[config.mk]
export PLATFORM = sky130hd
export DESIGN_NAME = dpet_gauss_lane
export DESIGN_NICKNAME = d
export VERILOG_FILES = /design/src/hw/rtl/docking_pair_energy_term_unit_assert.svh /design/src/hw/rtl/dpet_pkg.sv /design/src/hw/rtl/dpet_gauss_lane.sv
export SDC_FILE = /design/constraint.sdc
export NUM_CORES = 1
export LEC_CHECK = 0
export ABC_AREA = 0
export BUFFER_PORTS_ARGS = -buffer_cell sky130_fd_sc_hd__clkbuf_2
export CORE_ASPECT_RATIO = 1.75
export CORE_UTILIZATION = 30
export CTS_BUF_LIST = sky130_fd_sc_hd__clkbuf_4 sky130_fd_sc_hd__clkbuf_8 sky130_fd_sc_hd__clkbuf_16
export DETAILED_ROUTE_END_ITERATION = 16
export REMOVE_ABC_BUFFERS = 1
export SYNTH_ARGS = -nofsm -noshare
export SYNTH_HDL_FRONTEND = slang
export SYNTH_SLANG_ARGS = --single-unit
[constraint.sdc]
create_clock -name clk_i -period 16.9 [get_ports clk_i]
set_clock_uncertainty 0.2 [all_clocks]
set_input_delay 2.535 -clock clk_i [delete_from_list [all_inputs] [get_ports clk_i]]
set_output_delay 2.535 -clock clk_i [all_outputs]
set_load 0.05 [all_outputs]
[src/hw/rtl/docking_pair_energy_term_unit_assert.svh]
// Assertion macros shared by the pair energy term RTL.
// Both sample on clk_i and are disabled while rst_ni is low.
`ifndef DOCKING_PAIR_ENERGY_TERM_UNIT_ASSERT_SVH
`define DOCKING_PAIR_ENERGY_TERM_UNIT_ASSERT_SVH

// Plain property check.
`define DPET_ASSERT(label, prop, msg) \
  label: assert property (@(posedge clk_i) disable iff (!rst_ni) (prop)) \
    else $error(msg);

// Condition in one cycle implies a result in the next.
`define DPET_ASSERT_NEXT(label, pre, post, msg) \
  label: assert property (@(posedge clk_i) disable iff (!rst_ni) (pre) |=> (post)) \
    else $error(msg);

`endif

[src/hw/rtl/dpet_pkg.sv]
package dpet_pkg;

  // Pipeline depth in register stages, input register to output register.
  localparam int PIPE_DEPTH = 8;

  // Exp table index at or above which the Gaussian is zero.
  localparam logic [7:0] GAUSS_Q_LIMIT = 8'd192;

  // Configuration register indexes.
  localparam logic [2:0] CFG_GAUSS_NEAR  = 3'd0;
  localparam logic [2:0] CFG_GAUSS_FAR   = 3'd1;
  localparam logic [2:0] CFG_REPULSION   = 3'd2;
  localparam logic [2:0] CFG_HBOND       = 3'd3;
  localparam logic [2:0] CFG_HYDROPHOBIC = 3'd4;

  // Reset weights, Q16.
  localparam logic signed [17:0] RST_GAUSS_NEAR  = -18'sd2332;
  localparam logic signed [17:0] RST_GAUSS_FAR   = -18'sd338;
  localparam logic signed [17:0] RST_REPULSION   = 18'sd55066;
  localparam logic signed [17:0] RST_HBOND       = -18'sd38498;
  localparam logic signed [17:0] RST_HYDROPHOBIC = -18'sd2298;

  // Hydrogen bond kind codes: donors are codes 1 and 2, acceptors from ACC_LO up.
  localparam logic [2:0] HB_DONOR_LO = 3'd1;
  localparam logic [2:0] HB_DONOR_HI = 3'd2;
  localparam logic [2:0] HB_ACC_LO   = 3'd3;

  typedef struct packed {
    logic signed [17:0] gauss_near;
    logic signed [17:0] gauss_far;
    logic signed [17:0] repulsion;
    logic signed [17:0] hbond;
    logic signed [17:0] hydrophobic;
  } dpet_weights_t;

  // Per-stage load strobes, stage 1 at the input.
  typedef logic [PIPE_DEPTH:1] dpet_load_t;

  // exp(-n) in Q16 for integer n.
  function automatic logic [16:0] exp_int(input logic [3:0] idx);
    logic [16:0] v;
    case (idx)
      4'd0:    v = 17'd65536;
      4'd1:    v = 17'd24109;
      4'd2:    v = 17'd8869;
      4'd3:    v = 17'd3263;
      4'd4:    v = 17'd1200;
      4'd5:    v = 17'd442;
      4'd6:    v = 17'd162;
      4'd7:    v = 17'd60;
      4'd8:    v = 17'd22;
      4'd9:    v = 17'd8;
      4'd10:   v = 17'd3;
      4'd11:   v = 17'd1;
      default: v = 17'd0;
    endcase
    return v;
  endfunction

  // exp(-f/16) in Q16 for f = 0..15.
  function automatic logic [16:0] exp_frac(input logic [3:0] idx);
    logic [16:0] v;
    case (idx)
      4'd0:    v = 17'd65536;
      4'd1:    v = 17'd61565;
      4'd2:    v = 17'd57835;
      4'd3:    v = 17'd54331;
      4'd4:    v = 17'd51039;
      4'd5:    v = 17'd47947;
      4'd6:    v = 17'd45042;
      4'd7:    v = 17'd42313;
      4'd8:    v = 17'd39750;
      4'd9:    v = 17'd37341;
      4'd10:   v = 17'd35079;
      4'd11:   v = 17'd32953;
      4'd12:   v = 17'd30957;
      4'd13:   v = 17'd29081;
      4'd14:   v = 17'd27319;
      default: v = 17'd25664;
    endcase
    return v;
  endfunction

endpackage

[src/hw/rtl/dpet_gauss_lane.sv]
module dpet_gauss_lane (
  input  logic                   clk_i,
  input  dpet_pkg::dpet_load_t   load_i,
  input  logic [7:0]             q_i,
  input  logic signed [17:0]     weight_i,
  output logic signed [18:0]     term_o
);
  import dpet_pkg::*;

  logic [33:0]        p4_d, p4_q;
  logic [33:0]        g_sum5;
  logic [16:0]        g5;
  logic signed [34:0] wg5_d, wg5_q;
  logic signed [35:0] s6;
  logic signed [18:0] term6_d, term6_q;

  // Stage 4: table product, zero past the table end.
  assign p4_d = (q_i >= GAUSS_Q_LIMIT) ? 34'd0 :
                {17'd0, exp_int(q_i[7:4])} * {17'd0, exp_frac(q_i[3:0])};

  // Stage 5: round to Q16, then weight.
  assign g_sum5 = p4_q + 34'd32768;
  assign g5     = g_sum5[32:16];
  assign wg5_d  = 35'(weight_i) * 35'($signed({1'b0, g5}));

  // Stage 6: round the weighted term back to Q16.
  assign s6      = 36'(wg5_q) + 36'sd32768;
  assign term6_d = s6[34:16];

  always_ff @(posedge clk_i) begin
    if (load_i[4]) p4_q    <= p4_d;
    if (load_i[5]) wg5_q   <= wg5_d;
    if (load_i[6]) term6_q <= term6_d;
  end

  assign term_o = term6_q;

endmodule

# Word-level counts from Yosys, hierarchy flattened
# Memories as Yosys holds them, arrays and structs flattened.
# Index checks and enable logic that the tools add are counted.
# totals
reg_bits	87
rom_bits	512
in_bits	35
out_inout_bits	19
elab_cells	10
mem_count	2
# mem_list
memory	depth	width	rd	rd_ports_with_merged_regs	write_ports	line	source
(no name shown)	16	17	1	0	0	dpet_pkg.sv:63	case (idx)
(no name shown)	16	15	1	0	0	dpet_pkg.sv:42	case (idx)
# op_classes
n_addsub	2
multipliers	2
magnitude_cmp	1
# op_table
op	n
$add 35x17->35 const B	1
$mul 18x18->35	1
$add 33x16->33 const B	1
$mul 17x17->33	1
$ge 8x8->1 const B	1

# Logic depth before layout (Yosys ltp)
# logic_depth
ltp_word	2
mapped_depth	27
depth_no_buf	26

# Worst setup path before layout
# Ideal clock, no wire load.
# synth_timing
path_kind	input to register
from	input q_i[6]
to	register p4_q[30], data pin
setup_ps	266
arrival_time_ps	8518
t_required_ps	16434
setup_slack_ps	7916
cell_stages	23
path_buffers	3
path_cell_list	clkbuf_1 > nor2_1 > clkbuf_1 > and2_1 > clkbuf_1 > nand2_1 > fa_1 > fa_1 > fa_1 > fa_1 > inv_1 > fa_1 > inv_1 > fa_1 > inv_1 > ha_1 > a21oi_1 > o221ai_2 > a221oi_4 > o21ai_4 > a31o_2 > a211oi_1 > nor4_1
# synth_via
elab_chain_len	2
word_cells_on_any_way	3
cone_classes	mul: 1; order compare: 1; memory: 1
# synth_rtl
item	line	source
start: declaration	dpet_gauss_lane.sv:4	input logic [7:0] q_i,
$mem_v2 16x15	n/a	
$mul 17x17->33	dpet_gauss_lane.sv:19	{17'd0, exp_int(q_i[7:4])} * {17'd0, exp_frac(q_i[3:0])};
end signal: assignment	dpet_gauss_lane.sv:31	if (load_i[4]) p4_q <= p4_d;
end: declaration	dpet_gauss_lane.sv:10	logic [33:0] p4_d, p4_q;
# Several ways; a longest one is shown, not always the timed one.
# A chain may end at the register's enable or synchronous reset.

# Final worst setup path
# layout_timing
from	input q_i[4]
to	register p4_q[32], data pin
# The elaborated chain is that of the path after synthesis.

==> results.txt <==
----------------------------------------------------
[Status]
  Status ... completed

[Cells and area]
  Diodes inserted ... 0
  Number of nets in the layout ... 3245
  Synthesis-to-layout area growth ... 7.14%
  Proportion of layout cells with a drive suffix above 1 ... 0.0484
  Multi-input logic area ... 18100 um2
  Register area ... 1710 um2
  Number of filler cells placed in the layout ... 7778

[Synth]
  Area of the mapped netlist ... 22400 um2
  Synth top cells by count ... sky130_fd_sc_hd__inv_1, sky130_fd_sc_hd__fa_1, sky130_fd_sc_hd__nand2_1
  Warnings from Yosys ... 0
  Ys flop type ... sky130_fd_sc_hd__edfxtp_1
  Area leader, netlist ... sky130_fd_sc_hd__fa_1
  Number of enable flip-flop cells after synthesis ... 57
  Most repeated cell in the gate-level netlist after synthesis ... sky130_fd_sc_hd__inv_1
  Area share of fa/ha/maj cells after synthesis ... 0.564
  Number of register bits inferred by synthesis ... 57
  Simple-gate share of the synthesized area ... 0.153
  Number of instances in the synthesized netlist ... 2487
  Main combinational cell family by area after synthesis ... adder cells
  Fraction of the yosys area taken by sequential cells ... 0.0762
  Count of unique library cells instantiated by Yosys ... 72
  Share of the synthesized area in compound gates (AO/OA/AOI/OAI) ... 0.0552
  FFs w/ async S/R, synth ... 0
  Post-Synth XOR/XNOR Area ... 0.0314
  Multiplexer area fraction after synthesis ... 0.00268
  Share of the synthesized area in the top cell type ... 0.439
  Synthesized area per cell ... 9.03 um2
  Dominant cells by area after synthesis ... sky130_fd_sc_hd__fa_1, sky130_fd_sc_hd__ha_1, sky130_fd_sc_hd__inv_1, sky130_fd_sc_hd__edfxtp_1, sky130_fd_sc_hd__nand2_1

[Route]
  Via-to-Cell Ratio ... 4.75
  Count of antenna-violating nets left after detailed routing ... 0
  Drt first pass iters ... 5
  Wire length reported by the detailed router ... 59600 um
  Mean routed wirelength per cell ... 17.3 um
  DRC marker count from the first detailed-route iteration ... 577
  DRC violation count after routing ... 0
  Detailed-route via count ... 16300

[Timing]
  Setup violation total in the final timing report ... 0
  Final max-slew violation count ... 0
  Worst max-slew margin expressed relative to the limit ... 0.178
  RSZ-0062 raised after global routing ... no
  Fmax ... 102 MHz
  Minimum clock period after layout ... 9.76 ns
  Fin. Hold Viols ... 0
  Part of the cycle the worst path needs ... 0.578
  Total Neg Setup Slack ... 0 ns
  Worst-margin pin slew ... 1.22 ns

[Global routing]
  All-Layer GR Usage ... 0.165
  First-pass GRT wire length ... 96200 um
  Antenna violations before repair ... 1
  Total grt overflow ... 0
  Vias in the first global route ... 18500
  Maximum number of pins on one net before global-route repair ... 35

[Setup path]
  Crit path max fanout ... 11
  Required time of the critical path ... 16.77 ns
  Startpoint of the worst register-to-register path ... p4_q[17]$_SDFFCE_PP0P_
  Reg-to-reg critical path endpoint ... wg5_q[33]$_DFFE_PP_
  Critical path type ... in -> reg
  Cell depth of the worst flop-to-flop path ... 23
  Crit. End Element ... register
  Worst path slowest cell ... sky130_fd_sc_hd__nor2_1
  Cell seen most often among critical-path stages ... sky130_fd_sc_hd__fa_1
  Startpoint kind of the worst setup timing path ... input port
  Reg2reg setup slack ... 8.55 ns
  Arrival time of the worst setup path ... 9.63 ns
  Slowest Stage Delay on Critical Path ... 0.89 ns
  Cell-by-cell trace of the critical path ... clkbuf_2 -> inv_1 -> ha_1 -> mux2i_1 -> nor2_1 -> nand2_1 -> fa_1 -> fa_1 -> fa_1 -> fa_1 -> inv_1 -> fa_1 -> inv_1 -> fa_1 -> inv_1 -> ha_1 -> a21oi_1 -> o221ai_2 -> a221oi_4 -> o21ai_4 -> a21oi_1 -> o211ai_1 -> mux2i_1

[Clock tree]
  Clock sink count ... 57
  Hold buffer count at CTS ... 0
  Clock tree buffer depth ... 2
  Clock transition at the registers of the reported paths ... 0.05 ns
  CTS Buf Count ... 9
  CTS Root Cell ... sky130_fd_sc_hd__clkbuf_16
  Post-CTS Repair Setup Buffers ... 0
  # resized after CTS ... 0
  Clock tree from TritonCTS ... yes
  Skew-Pair Late Insertion Delay ... 0.33 ns
  Number of H-tree levels ... 3

[Hold path]
  Startpoint of the worst hold path ... wg5_q[34]$_DFFE_PP_
  Hold EP ... term_o[18]$_DFFE_PP_
  Classification of the worst-slack hold path ... reg -> reg
  WHS Path Cells ... 1

[Placed design]
  Placer's final routability congestion estimate ... 0.942
  HPWL after detailed placement ... 51100 um
  Port bufs ... 48

[Die]
  Vertical die dimension ... 364 um
  Row count ... 132
  Initial core utilization ... 0.303
  Core Footprint ... 74000 um2
  Horiz. Die Dim ... 209 um
  Number of placed I/O pins ... 54
  Die Area ... 76000 um2

[Run]
  Max Cap Viol ... 0

----------------------------------------------------
layout make-up:
cell class                      count  area share
Multi-Input combinational cell   1732       0.753
Inverter                          622      0.0971
Sequential cell                    57      0.0712
Tap cell                          938      0.0488
Timing Repair Buffer               72      0.0175
Clock buffer                       10     0.00968
Clock inverter                      6     0.00244
registers in the layout, summed over array words and instances, names as in the netlist:
register  flops
wg5_q        20
term_o       19
p4_q         18
cells by family after synthesis:
family                     count (synthesis)
and+or+nand+nor                          752
adders and majority gates                716
buffers and inverters                    698
AOI/OAI and AO/OA                        180
xor gates and xnor gates                  78
DFF                                       57
muxes                                      6
metal layers:
metal	track usage	share of wire
met5	0	0.00022
met4	0.0975	0.064
met3	0.00922	0.023
met2	0.351	0.60
met1	0.147	0.32
how the worst max path moves through the flow:
stage	from	to	slack, ns	depth (start not counted)
final	q_i[4]	p4_q[32]$_SDFFCE_PP0P_	7.14	23
after floorplan	q_i[0]	p4_q[32]$_SDFFCE_PP0P_	7.82	23
after global routing	q_i[4]	p4_q[32]$_SDFFCE_PP0P_	6.78	23
after global placement	q_i[0]	p4_q[32]$_SDFFCE_PP0P_	6.86	23
after detailed placement	q_i[7]	p4_q[32]$_SDFFCE_PP0P_	6.80	21
after CTS	q_i[7]	p4_q[32]$_SDFFCE_PP0P_	7.15	21
placed cells by master (no fill, tap or decap), types with 5 or more instances in the layout:
cell type	n
sky130_fd_sc_hd__a211oi_1	9
sky130_fd_sc_hd__a21o_1	11
sky130_fd_sc_hd__a21oi_1	47
sky130_fd_sc_hd__a31oi_1	6
sky130_fd_sc_hd__and2_1	48
sky130_fd_sc_hd__and2b_1	8
sky130_fd_sc_hd__and3_1	14
sky130_fd_sc_hd__and4_1	5
sky130_fd_sc_hd__buf_4	24
sky130_fd_sc_hd__clkbuf_16	9
sky130_fd_sc_hd__clkbuf_2	48
sky130_fd_sc_hd__edfxtp_1	57
sky130_fd_sc_hd__fa_1	492
sky130_fd_sc_hd__ha_1	224
sky130_fd_sc_hd__inv_1	622
sky130_fd_sc_hd__mux2i_1	6
sky130_fd_sc_hd__nand2_1	314
sky130_fd_sc_hd__nand2b_1	20
sky130_fd_sc_hd__nand3_1	34
sky130_fd_sc_hd__nand4_1	7
sky130_fd_sc_hd__nor2_1	185
sky130_fd_sc_hd__nor2b_1	83
sky130_fd_sc_hd__nor3_1	11
sky130_fd_sc_hd__o211ai_1	8
sky130_fd_sc_hd__o21a_1	17
sky130_fd_sc_hd__o21ai_0	31
sky130_fd_sc_hd__o21ai_1	7
sky130_fd_sc_hd__or2_2	8
sky130_fd_sc_hd__xnor2_1	49
sky130_fd_sc_hd__xor2_1	24
worst max-delay path: cells and delay by family:
family	cells	cell delay [ns]
muxes	2	0.26
buffers and inverters	5	0.43
adders and majority gates	8	3.70
and+or+nand+nor	2	1.08
AOI/OAI and AO/OA	6	1.63
metrics by stage:
step	instances	utilization	hold slack, ns	setup slack (ns)	area (um2)
floorplan	2411	-	0.327	7.82	22100
global placement	3421	0.321	0.364	6.86	23800
detailed placement	3421	0.321	0.383	6.80	23800
CTS	3437	0.325	0.398	7.15	24100
global route	3437	0.325	0.407	6.78	24100
finish	3437	0.325	0.398	7.14	24100
Power is left out: the tool's default activity adds up to more than one toggle a clock period on the data nets, which glitch-free logic cannot reach.
