--- src/hw/rtl/docking_pair_energy_term_unit_assert.svh ---
// Assertion macros shared by the pair energy term RTL.
// Both sample on clk_i and are disabled while rst_ni is low.
`ifndef DOCKING_PAIR_ENERGY_TERM_UNIT_ASSERT_SVH
`define DOCKING_PAIR_ENERGY_TERM_UNIT_ASSERT_SVH

// Plain property check.
`define DPET_ASSERT(label, prop, msg) \
  label: assert property (@(posedge clk_i) disable iff (!rst_ni) (prop)) \
    else $error(msg);

// Condition in one cycle implies a result in the next.
`define DPET_ASSERT_NEXT(label, pre, post, msg) \
  label: assert property (@(posedge clk_i) disable iff (!rst_ni) (pre) |=> (post)) \
    else $error(msg);

`endif

--- src/hw/rtl/dpet_pkg.sv ---
package dpet_pkg;

  // Pipeline depth in register stages, input register to output register.
  localparam int PIPE_DEPTH = 8;

  // Exp table index at or above which the Gaussian is zero.
  localparam logic [7:0] GAUSS_Q_LIMIT = 8'd192;

  // Configuration register indexes.
  localparam logic [2:0] CFG_GAUSS_NEAR  = 3'd0;
  localparam logic [2:0] CFG_GAUSS_FAR   = 3'd1;
  localparam logic [2:0] CFG_REPULSION   = 3'd2;
  localparam logic [2:0] CFG_HBOND       = 3'd3;
  localparam logic [2:0] CFG_HYDROPHOBIC = 3'd4;

  // Reset weights, Q16.
  localparam logic signed [17:0] RST_GAUSS_NEAR  = -18'sd2332;
  localparam logic signed [17:0] RST_GAUSS_FAR   = -18'sd338;
  localparam logic signed [17:0] RST_REPULSION   = 18'sd55066;
  localparam logic signed [17:0] RST_HBOND       = -18'sd38498;
  localparam logic signed [17:0] RST_HYDROPHOBIC = -18'sd2298;

  // Hydrogen bond kind codes: donors are codes 1 and 2, acceptors from ACC_LO up.
  localparam logic [2:0] HB_DONOR_LO = 3'd1;
  localparam logic [2:0] HB_DONOR_HI = 3'd2;
  localparam logic [2:0] HB_ACC_LO   = 3'd3;

  typedef struct packed {
    logic signed [17:0] gauss_near;
    logic signed [17:0] gauss_far;
    logic signed [17:0] repulsion;
    logic signed [17:0] hbond;
    logic signed [17:0] hydrophobic;
  } dpet_weights_t;

  // Per-stage load strobes, stage 1 at the input.
  typedef logic [PIPE_DEPTH:1] dpet_load_t;

  // exp(-n) in Q16 for integer n.
  function automatic logic [16:0] exp_int(input logic [3:0] idx);
    logic [16:0] v;
    case (idx)
      4'd0:    v = 17'd65536;
      4'd1:    v = 17'd24109;
      4'd2:    v = 17'd8869;
      4'd3:    v = 17'd3263;
      4'd4:    v = 17'd1200;
      4'd5:    v = 17'd442;
      4'd6:    v = 17'd162;
      4'd7:    v = 17'd60;
      4'd8:    v = 17'd22;
      4'd9:    v = 17'd8;
      4'd10:   v = 17'd3;
      4'd11:   v = 17'd1;
      default: v = 17'd0;
    endcase
    return v;
  endfunction

  // exp(-f/16) in Q16 for f = 0..15.
  function automatic logic [16:0] exp_frac(input logic [3:0] idx);
    logic [16:0] v;
    case (idx)
      4'd0:    v = 17'd65536;
      4'd1:    v = 17'd61565;
      4'd2:    v = 17'd57835;
      4'd3:    v = 17'd54331;
      4'd4:    v = 17'd51039;
      4'd5:    v = 17'd47947;
      4'd6:    v = 17'd45042;
      4'd7:    v = 17'd42313;
      4'd8:    v = 17'd39750;
      4'd9:    v = 17'd37341;
      4'd10:   v = 17'd35079;
      4'd11:   v = 17'd32953;
      4'd12:   v = 17'd30957;
      4'd13:   v = 17'd29081;
      4'd14:   v = 17'd27319;
      default: v = 17'd25664;
    endcase
    return v;
  endfunction

endpackage

--- src/hw/rtl/dpet_rep_lane.sv ---
module dpet_rep_lane (
  input  logic                   clk_i,
  input  dpet_pkg::dpet_load_t   load_i,
  input  logic [19:0]            rsq_i,
  input  logic signed [17:0]     weight_i,
  output logic signed [25:0]     term_o
);
  import dpet_pkg::*;

  // 2^35/10000 rounded up, exact for 20-bit squares.
  localparam logic [41:0] RecipSq  = 42'd3435974;
  // 2^31/10000 rounded down, estimate low by at most one.
  localparam logic [48:0] RecipEst = 49'd214748;

  logic [41:0]        pa3;
  logic [6:0]         a3_d, a3_q;
  logic [19:0]        rsq3_q;
  logic [19:0]        b_full4;
  logic [13:0]        b4_d, b4_q;
  logic signed [25:0] wa4_d, wa4_q, wa5_q, wa6_q;
  logic signed [32:0] t5_d, t5_q;
  logic               neg6_d, neg6_q;
  logic [30:0]        u6_d, u6_q;
  logic [48:0]        pq6;
  logic [17:0]        q0_6_d, q0_6_q;
  logic [30:0]        r7;
  logic [17:0]        q7;
  logic signed [18:0] qs7;
  logic signed [25:0] term7_d, term7_q;

  // Stage 3: split the square as a*10000 + b.
  assign pa3  = {22'd0, rsq_i} * RecipSq;
  assign a3_d = pa3[41:35];

  // Stage 4: remainder b and the whole-part term w*a.
  assign b_full4 = rsq3_q - ({13'd0, a3_q} * 20'd10000);
  assign b4_d    = b_full4[13:0];
  assign wa4_d   = 26'(weight_i) * 26'($signed({1'b0, a3_q}));

  // Stage 5: w*b plus half the divisor.
  assign t5_d = 33'(weight_i) * 33'($signed({1'b0, b4_q})) + 33'sd5000;

  // Stage 6: fold sign for floor division, estimate quotient.
  assign neg6_d = t5_q[32];
  assign u6_d   = neg6_d ? 31'(-t5_q + 33'sd9999) : 31'(t5_q);
  assign pq6    = {18'd0, u6_d} * RecipEst;
  assign q0_6_d = pq6[48:31];

  // Stage 7: one correction step, restore sign, add whole part.
  assign r7      = u6_q - ({13'd0, q0_6_q} * 31'd10000);
  assign q7      = q0_6_q + {17'd0, (r7 >= 31'd10000)};
  assign qs7     = $signed({1'b0, q7});
  assign term7_d = wa6_q + (neg6_q ? -26'(qs7) : 26'(qs7));

  always_ff @(posedge clk_i) begin
    if (load_i[3]) begin
      a3_q   <= a3_d;
      rsq3_q <= rsq_i;
    end
    if (load_i[4]) begin
      b4_q  <= b4_d;
      wa4_q <= wa4_d;
    end
    if (load_i[5]) begin
      t5_q  <= t5_d;
      wa5_q <= wa4_q;
    end
    if (load_i[6]) begin
      neg6_q <= neg6_d;
      u6_q   <= u6_d;
      q0_6_q <= q0_6_d;
      wa6_q  <= wa5_q;
    end
    if (load_i[7]) term7_q <= term7_d;
  end

  assign term_o = term7_q;

endmodule

--- config.mk ---
export PLATFORM = sky130hd
export DESIGN_NAME = dpet_rep_lane
export DESIGN_NICKNAME = d
export VERILOG_FILES = /design/src/hw/rtl/docking_pair_energy_term_unit_assert.svh /design/src/hw/rtl/dpet_pkg.sv /design/src/hw/rtl/dpet_rep_lane.sv
export SDC_FILE = /design/constraint.sdc
export NUM_CORES = 2
export LEC_CHECK = 0
export BUFFER_PORTS_ARGS = -buffer_cell sky130_fd_sc_hd__buf_2
export CAP_MARGIN = 20
export CORE_AREA = 2 2 298 300
export CTS_BUF_LIST = sky130_fd_sc_hd__clkbuf_16
export CTS_CLUSTER_DIAMETER = 150
export CTS_CLUSTER_SIZE = 20
export DETAILED_ROUTE_END_ITERATION = 6
export DIE_AREA = 0 0 300 302
export PLACE_DENSITY = 0.7
export SLEW_MARGIN = 20
export SYNTH_ARGS = -nofsm -noshare
export SYNTH_HDL_FRONTEND = slang
export SYNTH_SLANG_ARGS = --single-unit
--- constraint.sdc ---
create_clock -name clk_i -period 14.4 [get_ports clk_i]
set_clock_uncertainty 0.2 [all_clocks]
set_input_delay 2.16 -clock clk_i [delete_from_list [all_inputs] [get_ports clk_i]]
set_output_delay 2.16 -clock clk_i [all_outputs]
set_load 0.02 [all_outputs]
==> Yosys cells after proc, flatten, opt, wreduce, memory -nomap -nowiden <==
Cells that the tools add are included.
{ "totals": {"elab_cells": 28, "output_inout_bits": 26, "ff_bits": 222, "inputBits": 47} }
{ "classes": {"add_sub_neg": 8, "n_mux": 2, "order_cmp": 1, "multipliers": 6} }
{ "ops": {"columns": ["cell", "n"], "rows": [
  ["$mul A31 B16 Y47 const B", 1],
  ["$mul A20 B21 Y41 const B", 1],
  ["$add A33 B14 Y33 const B", 1],
  ["$mul A18 B15 Y33", 1],
  ["$add A31 B15 Y31 const B", 1],
  ["$ge A31 B14 Y1 const B", 1],
  ["$mux W31", 1],
  ["$neg A31 Y31", 1],
  ["$sub A31 B31 Y31", 1],
  ["$mul A18 B10 Y27 const B", 1],
  ["$add A26 B26 Y26", 1],
  ["$mul A18 B8 Y26", 1],
  ["$mux W26", 1],
  ["$neg A18 Y26", 1],
  ["$add A18 B1 Y18", 1],
  ["$sub A14 B14 Y14", 1],
  ["$mul A7 B10 Y10 const B", 1]
]} }

==> Depth between registers and ports, before layout <==
{ "depth": {"depth_word": 7, "depth_mapped": 56, "depth_no_buf": 55} }

==> Least setup slack after synthesis <==
Ideal clock, no wire load.
{ "synth_path": {"path_type": "flip-flop to flip-flop", "startpoint": "register q0_6_q[4]", "endpoint": "register term7_q[24], in the netlist term_o[24] (data pin)", "setup_time_ns": 0.258, "stages_incl_launch_ff": 52, "t_required_ns": 13.942, "slack_ns": 2.898, "arrival_time_ns": 11.044, "cell_sequence": "edfxtp_1 > inv_1 > fa_1 > inv_1 > ha_1 > inv_1 > fa_1 > inv_1 > ha_1 > inv_1 > fa_1 > inv_1 > ha_1 > o21a_1 > a2111oi_0 > nor2_1 > a21o_1 > a21o_1 > [... 16 more ...] > and3_1 > and3_1 > clkbuf_1 > xnor2_1 > nor3_1 > nand3_1 > or3_1 > nand2_1 > xnor2_1 > ha_1 > a21o_1 > a21o_1 > a21o_1 > and2_1 > a311o_1 > a21oi_1 > a21oi_1 > xnor2_1"} }
{ "synth_between": {"elab_chain_len": 7} }
{ "synth_lines": {"columns": ["element", "line_no", "rtl"], "rows": [
  ["from (decl)", "dpet_rep_lane.sv:25", "logic [17:0] q0_6_d, q0_6_q;"],
  ["from (signal assigned)", "dpet_rep_lane.sv:71", "q0_6_q <= q0_6_d;"],
  ["$mul A18 B10 Y27", "dpet_rep_lane.sv:50", "assign r7 = u6_q - ({13'd0, q0_6_q} * 31'd10000);"],
  ["$sub A31 B31 Y31", "dpet_rep_lane.sv:50", null],
  ["$ge A31 B14 Y1", "dpet_rep_lane.sv:51", "assign q7 = q0_6_q + {17'd0, (r7 >= 31'd10000)};"],
  ["$add A18 B1 Y18 (*)", "dpet_rep_lane.sv:51", null],
  ["$neg A18 Y26", "dpet_rep_lane.sv:53", "assign term7_d = wa6_q + (neg6_q ? -26'(qs7) : 26'(qs7));"],
  ["$mux W26 (*)", "dpet_rep_lane.sv:53", null],
  ["$add A26 B26 Y26 (*)", "dpet_rep_lane.sv:53", null],
  ["named net term7_d[24]", "dpet_rep_lane.sv:29", "logic signed [25:0] term7_d, term7_q;"],
  ["to (signal assigned)", "dpet_rep_lane.sv:74", "if (load_i[7]) term7_q <= term7_d;"],
  ["to (decl)", "dpet_rep_lane.sv:29", null]
]} }
The timed path passes the listed nets; every way through them passes the cells marked *.
A chain may end at the register's enable or synchronous reset.

==> Worst setup path after layout <==
{ "layout_path": {"startpoint": "register q0_6_q[6]", "endpoint": "register term7_q[25], in the netlist term_o[25] (data pin)"} }
The elaborated chain is that of the path after synthesis.

==> results.txt <==
* Reg-to-reg startpoint: q0_6_q[6]$_DFFE_PP_
* Timing-limited maximum frequency: 76.8 MHz
- Number of library cell types mapped by synthesis: 74
- In this design, the stage delay of the slowest critical-path cell is ~0.59 ns.
- Worst hold path startpoint: wa5_q[22]$_DFFE_PP_
- Source of the critical timing path: q0_6_q[6]$_DFFE_PP_
- Post-Syn Nets: between 5000 and 6000
- The die covers between 0.09 and 0.1 sq mm.
* Final hold vios: 0
- Average size of a mapped cell: around 10 sq um
- Number of DRC markers after the initial detailed-route iteration: 1351
* Total setup violations reported at the end of the flow: 0
- Using the TritonRoute via totals, the vias-per-cell ratio works out to between 5 and 6.
- Worst Path Class, Setup: flop to flop
* Most frequent standard cell in the layout excluding fill and tap cells: inv_1
- Dominant cell type by count on the critical path: inv_1
* Number of max-slew violations in the final report: 0
* Y dimension of the die: around 300 microns
- Layout-stage area growth over the synthesis result: 4.55%
* # nets final: slightly below 6000
- Of all nets on the critical path, the largest fanout is 7.
- In this run the number of H-tree levels came out at 1.
* Initial cell density of the core: 0.496
- First-pass GRT wire length: around 160000 microns
- In the final layout, the share of cells above drive strength 1 is 0.0289.
- The cell area that synthesis handed to floorplanning was about 0.043 sq mm.
* Iteration count of the initial detailed-routing pass: 5
* Post-synth EDFFs: roughly 220
- Routability cong.: between 0.9 and 1
- Kind of capture point of the worst setup path: flop
- # resized after CTS: 0
- The die is 300 microns wide.
- Post-CTS clock slew at the launch and capture registers of the worst setup and hold paths: around 0.08 ns
* Port Buffers: between 60 and 70
- Critical path's slowest cell: or4_1
- Flops & latches, synth: ~220
- Number of design rule violations left after detail routing: 0
- Synthesis warning total: 0
* Clock latency at the later pin of the worst-skew pair: 0.52 ns
* Initial antenna violation count: 10
* Clock Tree Root: clkbuf_16
- Post-Syn Instances: about 4300
- Worst-case headroom to the max-slew limit: 0.253
- Outcome: complete, no violations
- Across every metal layer, demand over resource in global routing totals 0.216.
- Sequential cell area fraction in the yosys report: 0.150
- Clock tree synthesis inserted a total of 15 buffers.
* Half-perimeter wire length after placement: approximately 80000 microns
- Post-CTS timing repair inserted 0 buffers for setup.
- Final worst path period share: 0.904
- Fraction of registers with async set/reset: 0
- Core region area: between 0.08 and 0.09 sq mm
* Leading cell types in the layout, fill and taps excluded: inv_1 (1075), fa_1 (760), ha_1 (677)
* Quantity of hold-fixing buffers added after cts: 0
- Routed Antenna Nets: 0
* Critical path arrival: between 10 and 15 ns
- Across the run, the number of max-cap violations was 0.
* Critical Path Start Type: flop
* Std-Cell Rows: 109
* Clock tree from TritonCTS: built
- Worst EP required: 14.47 ns
- Excluding fillers, the count of instances in the completed layout stands at approximately 5500.
* Post-route setup TNS: 0 ns
* Final worst path period need: ~13 ns
- Setup repair after global routing left no endpoint under its margin.
* Dominant synthesized flop cell: edfxtp_1
- The number of global-route vias before repair was around 31000.
- Routed len/inst: 17.0 microns
* Pin count of the biggest net entering global routing: 73
* Number of sinks on the clock net: about 220
- Boundary Pins: 73
* Number of vias after detailed routing: about 28000
- The number of placed instances, taps included, is 5439.
- Tightest Pin Transition: 1.11 ns
- The final layout contains routed wiring with a total length of 92900 microns.
- Grt total ovfl: 0
- Type of the worst min-delay path: flop to flop
- The clock passes through at most 3 buffers.
[registers in the layout (all words and copies together) (netlist names)]
name,cells
a3_q,7
b4_q,14
neg6_q,1
q0_6_q,18
rsq3_q,14
t5_q,32
term_o,26
u6_q,27
wa4_q,26
wa5_q,26
wa6_q,26
[critical path, delay by kind of cell, from the launching register on]
family,cells,cell delay [ns]
simple gates,17,4.47
compound gates,13,2.60
buf+inv,8,0.61
fa+ha+maj,10,3.67
xor+xnor,4,0.65
flops,1,0.57
[cell usage after synthesis, types with 6 or more instances]
library cell | n | area share
o21a_1 | 29 | 0.0050
o211ai_1 | 6 | 0.0010
nand3_1 | 41 | 0.0047
clkbuf_1 | 74 | 0.0064
or2_2 | 11 | 0.0016
inv_1 | 1074 | 0.093
o31ai_1 | 11 | 0.0019
and2_1 | 217 | 0.031
fa_1 | 760 | 0.35
nor3_1 | 40 | 0.0046
a21oi_1 | 124 | 0.014
a21boi_0 | 8 | 0.0014
nor2_1 | 115 | 0.0099
nor4_1 | 7 | 0.0010
edfxtp_1 | 217 | 0.15
and3_1 | 24 | 0.0035
a31oi_1 | 18 | 0.0026
o21bai_1 | 13 | 0.0022
xnor2_1 | 172 | 0.035
nor2b_1 | 14 | 0.0020
or3_1 | 12 | 0.0017
ha_1 | 677 | 0.20
o41ai_1 | 7 | 0.0014
o21ai_0 | 86 | 0.0099
o22ai_1 | 6 | 0.00086
or4_1 | 8 | 0.0014
a21o_1 | 50 | 0.0086
nand4_1 | 20 | 0.0029
nand2b_1 | 28 | 0.0040
nand2_1 | 264 | 0.023
a211oi_1 | 18 | 0.0031
xor2_1 | 52 | 0.010
[per-stage QoR]
stage                     hold WS [ns]  worst slack (ns)  utilization  area [sq um]
final                            0.221              1.39        0.519         45400
after global routing             0.226             0.584        0.519         45400
after CTS                        0.221              1.45        0.518         45400
after detailed placement         0.205              1.50        0.513         45000
after global placement           0.202              1.59        0.513         45000
after floorplan                  0.200              2.90            -         43400
[metal layers]
layer | wire [microns] | global-route usage | share of wire | up-vias
met4 | 2740 | 0.0608 | 0.029 | 18
met2 | 46800 | 0.389 | 0.50 | 556
li1 | - | - | - | 13400
met3 | 4010 | 0.0259 | 0.043 | 159
met5 | 115 | 0 | 0.0012 | -
met1 | 39300 | 0.275 | 0.42 | 14300
[cell families (layout without fill, tap and decap cells)]
logic type	count (synthesis)	count (layout)	share of synthesized area
AOI/OAI and AO/OA	425	425	0.0634
xor gates and xnor gates	224	224	0.0452
adders and majority gates	1437	1437	0.545
buffers and inverters	1154	1171	0.100
DFF	217	217	0.150
muxes	3	3	0.000749
other	0	1	0
and+or+nand+nor	819	819	0.0950
[final timing paths]
check                               to  cells after the start  slack [ns]
setup / recovery  term_o[25]$_DFFE_PP_                     52        1.39
setup reg to reg  term_o[25]$_DFFE_PP_                     52        1.39
hold / removal     wa6_q[22]$_DFFE_PP_                      0        0.22
hold reg to reg    wa6_q[22]$_DFFE_PP_                      0        0.22
[area by class of cell]
cell class | instances | area (sq um)
tap | 1165 | 1460
inverter | 1075 | 4040
antenna | 1 | 2.50
timing repair buffer | 75 | 398
sequential | 217 | 6520
multi-input combinational | 2908 | 32600
clock inverter | 6 | 63.8
clock buffer | 15 | 375
fill | 7861 | 42100
Power is left out: the tool's default activity adds up to more than one toggle a clock period on the data nets, which glitch-free logic cannot reach.
